`src/rtl/core/cbrd_div_lane.sv`:
```
// Pipelined restoring divider, one quotient bit per register stage over its last NUM_W stages.
// Depends on nothing; instantiated by the top level once per quotient and once for the cap remainder.
module cbrd_div_lane #(
	parameter int NUM_W = 32,
	parameter int DEN_W = 16,
	parameter int DEPTH = 48
) (
	input  logic             clk,
	input  logic             en,
	input  logic [NUM_W-1:0] num,
	input  logic [DEN_W-1:0] den,
	input  logic [DEN_W-1:0] rem_init,
	output logic [NUM_W-1:0] quot,
	output logic [DEN_W-1:0] rem
);
	// Lane idles (passes operands) until it has exactly NUM_W stages left
	localparam int START = DEPTH - NUM_W;

	logic [NUM_W-1:0] a_s [DEPTH];
	logic [DEN_W-1:0] r_s [DEPTH];
	logic [DEN_W-1:0] d_s [DEPTH];

	for (genvar k = 0; k < DEPTH; k++) begin : g_stage
		logic [NUM_W-1:0] a_in, a_nx;
		logic [DEN_W-1:0] r_in, r_nx, d_in;

		if (k == 0) begin : g_first
			assign a_in = num;
			assign r_in = rem_init;
			assign d_in = den;
		end else begin : g_next
			assign a_in = a_s[k-1];
			assign r_in = r_s[k-1];
			assign d_in = d_s[k-1];
		end

		if (k >= START) begin : g_step
			logic [DEN_W:0] t;
			logic [DEN_W:0] diff;
			always_comb begin
				t    = {r_in, a_in[NUM_W-1]};
				diff = t - {1'b0, d_in};
				if (t >= {1'b0, d_in}) begin
					r_nx = diff[DEN_W-1:0];
					a_nx = {a_in[NUM_W-2:0], 1'b1};
				end else begin
					r_nx = t[DEN_W-1:0];
					a_nx = {a_in[NUM_W-2:0], 1'b0};
				end
			end
		end else begin : g_pass
			assign a_nx = a_in;
			assign r_nx = r_in;
		end

		always_ff @(posedge clk) begin
			if (en) begin
				a_s[k] <= a_nx;
				r_s[k] <= r_nx;
				d_s[k] <= d_in;
			end
		end
	end

	assign quot = a_s[DEPTH-1];
	assign rem  = r_s[DEPTH-1];

endmodule

```
`config.mk`:
```
export PLATFORM = sky130hd
export DESIGN_NAME = cbrd_div_lane
export DESIGN_NICKNAME = d
export VERILOG_FILES = /design/src/rtl/core/cbrd_div_lane.sv
export SDC_FILE = /design/constraint.sdc
export NUM_CORES = 2
export LEC_CHECK = 0
export BUFFER_PORTS_ARGS = -buffer_cell sky130_fd_sc_hd__buf_4
export CORE_MARGIN = 4
export CORE_UTILIZATION = 40
export CTS_BUF_LIST = sky130_fd_sc_hd__clkbuf_4 sky130_fd_sc_hd__clkbuf_8
export DETAILED_ROUTE_END_ITERATION = 7
export PLACE_DENSITY = 0.6
export REMOVE_ABC_BUFFERS = 1
export SLEW_MARGIN = 10
export SYNTH_ARGS = -nofsm -noshare
export SYNTH_HDL_FRONTEND = slang
export SYNTH_SLANG_ARGS = --single-unit
```
`constraint.sdc`:
```
create_clock -name clk -period 3.25 [get_ports clk]
set_clock_uncertainty 0.1 [all_clocks]
set_input_delay 0.1625 -clock clk [delete_from_list [all_inputs] [get_ports clk]]
set_output_delay 0.1625 -clock clk [all_outputs]
set_load 0.01 [all_outputs]
```
# Word-level counts from Yosys, hierarchy flattened
# Memory sizes are Yosys's and may differ from the RTL's.
# Index checks and enable logic that the tools add are counted.
# word_totals
out_inout_bits	48
elab_cells	133
n_memories	3
regBits	0
ramBits	3072
# classes
muxes	66
addsub	32
n_lt_le_gt_ge	32
# memory_table
memory	words	word_bits	read_ports	rd_clocked_by_memory_dff	wr	line_no	source
a_s	48	32	48	0	48	19	logic [NUM_W-1:0] a_s [DEPTH];
d_s	48	16	47	0	48	21	logic [DEN_W-1:0] d_s [DEPTH];
r_s	48	16	48	0	48	20	logic [DEN_W-1:0] r_s [DEPTH];
# op_table
cell	n
>= comparator 17 x 16 -> 1 bit	32
2-to-1 mux 16 bit	32
subtractor 16 bit	32
2-to-1 mux 1 bit	34

# Depth between registers and ports, before layout
# logic_depth
depth_word	2
depth_mapped	12
ltp_nobuf	11

# Worst setup path after synthesis
# No wires, ideal clock.
# synth_timing
path_type	register to register
startpoint	mem d_s[24][1] (netlist: d_s[1][129])
endpoint	mem r_s[25][8] (netlist: r_s[1][152]) (data pin)
setup_time_ns	0.260
synth_period_minus_slack_ns	3.082
path_buffers	1
arrival_time_ns	2.722
path_slack_ns	0.168
stages_incl_launch_ff	12
cell_sequence	edfxtp_1 -> inv_1 -> ha_1 -> nor2b_4 -> o31a_1 -> o31ai_2 -> a21oi_2 -> o31ai_4 -> a211oi_2 -> a2111oi_4 -> buf_6 -> mux2_4
# synth_lines
element	line_no
start, declared	21
end, declared	20

==> impl_metrics.csv <==
group,metric,value,unit
routing,ant_nets,0,
layout,drive_above_1_share,17.3,%
global_routing,antenna_found_initial,5,
min_path,worstHoldStart,"en",
global_routing,grt-ovfl-total,0,
synth,syn_area_per_cell,16.3,um2
pwr,p_sw,0.0378,W
floorplanning,die_area,315000,um2
pwr,p_int,0.0866,W
timing,hold_viol_final,0,
synth,synthCells,7546,
timing,layout_min_cycle_time,3.18,ns
pwr,pwr-share-comb,29.1,%
synth,yosysWarnings,0,
critical_path,cp-start-kind,"flop",
placed_design,dp.cells,11900,
critical_path,crit_top_cell,"a21oi_2",
critical_path,max_stage_delay,0.40,ns
floorplanning,die_h,562,um
global_routing,grt_usage,13.0,%
floorplanning,core,306000,um2
timing,fin_hold_ws,0.150,ns
pwr,p_seq_share,43.9,%
layout,area_delta_synth_final,16.0,%
floorplanning,start_util,40.1,%
critical_path,cp-end-kind,"flop",
pwr,p_clk_share,27.0,%
routing,drc,0,
synth,ys_ff_latch,3056,
synth,synth_edf_count,3056,
routing,wirelength,211000,um
layout,final_util,46.5,%
pwr,power_density,874,nW/um2
critical_path,reg2reg_from,"r_s[1][227]",
clock_tree,clkSlewWorstSetupHoldPaths,0.06,ns
flow_run,maxCapViolCount,0,
clock_tree,cts_tree,"built",
timing,worstMarginPinSlew,0.742,ns
routing,drtIter0Drc,4668,
critical_path,critPathRequiredTime,3.94,ns
routing,dr.pass1.iters,6,
critical_path,worstSetupPathType,"flop to flop",
global_routing,grt_max_degree,141,
clock_tree,cts_buffers,526,
synth,seq_area_frac_synth,74.8,%
synth,synth_async_sr_flop_share,0,%
pwr,switching_share,30.4,%
min_path,hold_path_end,"a_s[0][1]",
critical_path,r2r_end,"r_s[1][250]",
floorplanning,fp-row-count,203,
timing,setup_viol,0,
critical_path,reg2reg_depth,10,
routing,viasPerCell,4.84,
floorplanning,ios,114,
synth,synth_ff_type,"edfxtp_1",
timing,drv_slew,0,
timing,tns,0,ns
routing,via_count,62600,
pwr,peakVddDrop,417,uV
critical_path,worst_ep_arrival_time,3.87,ns
placed_design,globalplace.congestion,0.864,
clock_tree,cts.path.max_buffers,4,
routing,wire_per_inst,16.3,um
timing,relSlewSlack,50.5,%
global_routing,grt_pass1_vias,63000,
critical_path,worstPathCellList,"ha_1, a21oi_2, o211ai_1, a21oi_2, o21ai_1, o41ai_2, a21oi_1, a2111o_1, buf_6, mux2_1",
global_routing,grt_pass1_wl,338000,um
critical_path,cp_max_fo,17,
placed_design,io_buffers,113,
layout,nets,9059,
critical_path,r2r_slack,0.07,ns
min_path,worstHoldPathType,"primary input to flop",
timing,min_period_over_period,97.7,%
critical_path,critPathSlowestCell,"edfxtp_1",
outcome,status,"finished clean",
clock_tree,cts_max_level,6,
placed_design,dpl.hpwl,138000,um
timing,setup_ws,0.0744,ns
timing,fmax,0.315,GHz
clock_tree,cts_sinks,3056,
pwr,p_leak,53.2,nW
synth,synth_area,123000,um2
clock_tree,root_buffer,"clkbuf_8",
min_path,min_path_cells,2,
floorplanning,die_width,562,um
clock_tree,clock_latency,1.10,ns
synth,synth_cell_types,95,
placed_design,preCtsSetupSlack,-0.0875,ns
layout,fin_cells,12900,
==> cell families (layout without fill, tap and decap cells) <==
kind of cell | after synthesis | after routing | synth area share (%)
AO/OA/AOI/OAI | 1231 | 1232 | 6.43
XOR/XNOR | 341 | 341 | 2.44
adder cells (fa/ha/maj) | 544 | 544 | 5.75
buffers and inverters | 770 | 2065 | 2.52
flip-flops | 3056 | 3056 | 74.8
multiplexers | 328 | 328 | 2.99
other | 0 | 2 | 0
AND/OR/NAND/NOR | 1276 | 1276 | 5.04
==> synth_stat cells (22+ instances only) <==
master    number  share of area (%)
a21o_1       109               0.67
a211oi_1      33               0.20
o31a_1        26               0.19
nand3_1       94               0.38
nor2b_1       81               0.41
a31o_2        22               0.16
nor3_1       108               0.44
a21oi_1      418                1.7
or3_1         45               0.23
buf_4         39               0.24
mux2i_1       57               0.47
nand2_1      260               0.80
xnor2_1      216                1.5
nand4_1       72               0.37
xor2_1       125               0.89
a31oi_1       41               0.21
o21ai_0      234               0.96
nand2b_1      47               0.24
clkbuf_1      32              0.098
a21boi_0      30               0.18
o21a_1       101               0.62
o31ai_1       39               0.24
nor2_1       412                1.3
nor4_1        37               0.19
fa_1          32               0.52
edfxtp_1    3056                 75
inv_1        675                2.1
ha_1         512                5.2
mux2_2       251                2.3
==> through the flow <==
| stage | area, um2 | total power, W |
|---|---|---|
| 3_5_place_dp | 130000 | 0.0907 |
| 2_1_floorplan | 122000 | 0.0795 |
| 3_3_place_gp | 130000 | 0.0899 |
| 5_1_grt | 142000 | 0.132 |
| 4_1_cts | 142000 | 0.126 |
| 6_report | 142000 | 0.124 |
==> layout by cell type (no fill, tap or decap), types with 20 or more instances in the layout <==
cell / instances
o2111ai_1: 20
o31ai_1: 34
xnor2_1: 216
nand4_1: 72
nor2_1: 412
or3_1: 45
and3_1: 20
inv_1: 675
buf_12: 55
o21ai_0: 229
clkinv_2: 37
edfxtp_1: 3056
clkinv_1: 110
nand3_1: 94
ha_1: 508
a21o_1: 109
a31oi_1: 37
a31o_2: 22
o21bai_1: 20
nand2_1: 260
o211ai_1: 21
clkbuf_8: 531
dlygate4sd3_1: 129
a21oi_1: 411
a211oi_1: 33
a21boi_0: 28
o21a_1: 101
fa_1: 31
mux2_2: 251
mux2i_1: 56
xor2_1: 125
buf_4: 282
clkbuf_4: 178
nor2b_1: 80
nor4_1: 33
nor3_1: 107
o31a_1: 26
nand2b_1: 47
==> final cells by class <==
cell class                 instances  area [um2]
antenna                            2        5.00
clock buffer                     709        8640
clock inverter                   212        1570
fill                           26200      163000
inverter                         676        2540
multi-input combinational       3721       28000
sequential                      3056       91800
tap                             4100        5130
timing repair buffer             468        4550
==> sequential cells by signal, summed over array words and instances (netlist names) <==
signal / cells
a_s: 1536
d_s: 752
r_s: 768
==> routing by layer <==
layer	part of all wire, %	global-route usage (%)	up-vias
li1	-	-	30500
met1	48	18.7	30400
met2	44	19.8	1346
met3	5.1	2.59	451
met4	3.0	4.76	0
met5	0	0	-
==> how the worst max path moves through the flow <==
stage	start	endpoint	slack, ns
2_1_floorplan	d_s[1][193]	r_s[1][212]	-0.73
3_3_place_gp	d_s[2][32]	r_s[2][62]	-0.13
3_5_place_dp	d_s[2][32]	r_s[2][62]	-0.09
4_1_cts	d_s[2][32]	r_s[2][62]	-0.04
5_1_grt	r_s[1][227]	r_s[1][249]	-0.08
6_report	r_s[1][227]	r_s[1][250]	0.07
==> what timing repair did <==
action	in CTS	in global routing
gates cloned	0	1
hold buffers	129	0
setup endpoints to repair	13	168
buffers inserted	0	6
endpoints found under the hold margin	3106	0
pin swaps	0	7
resized for setup	4	42
==> power by group through the flow <==
stage               Combinational, W  Sequential (W)  Clock, W
floorplan                     0.0258          0.0537         0
global placement              0.0347          0.0553         0
detailed placement            0.0353          0.0553         0
CTS                           0.0358          0.0546    0.0352
global route                  0.0401          0.0551    0.0371
finish                        0.0362          0.0546    0.0336
==> worst max-delay path, delay by kind of cell, from the launching register on <==
| kind | cells | cell delay (ns) |
|---|---|---|
| flip-flops | 1 | 0.40 |
| adder cells (fa/ha/maj) | 1 | 0.39 |
| buffers and inverters | 1 | 0.18 |
| multiplexers | 1 | 0.33 |
| AO/OA/AOI/OAI | 7 | 1.50 |
No activity file was read; power rests on OpenSTA's default activity.
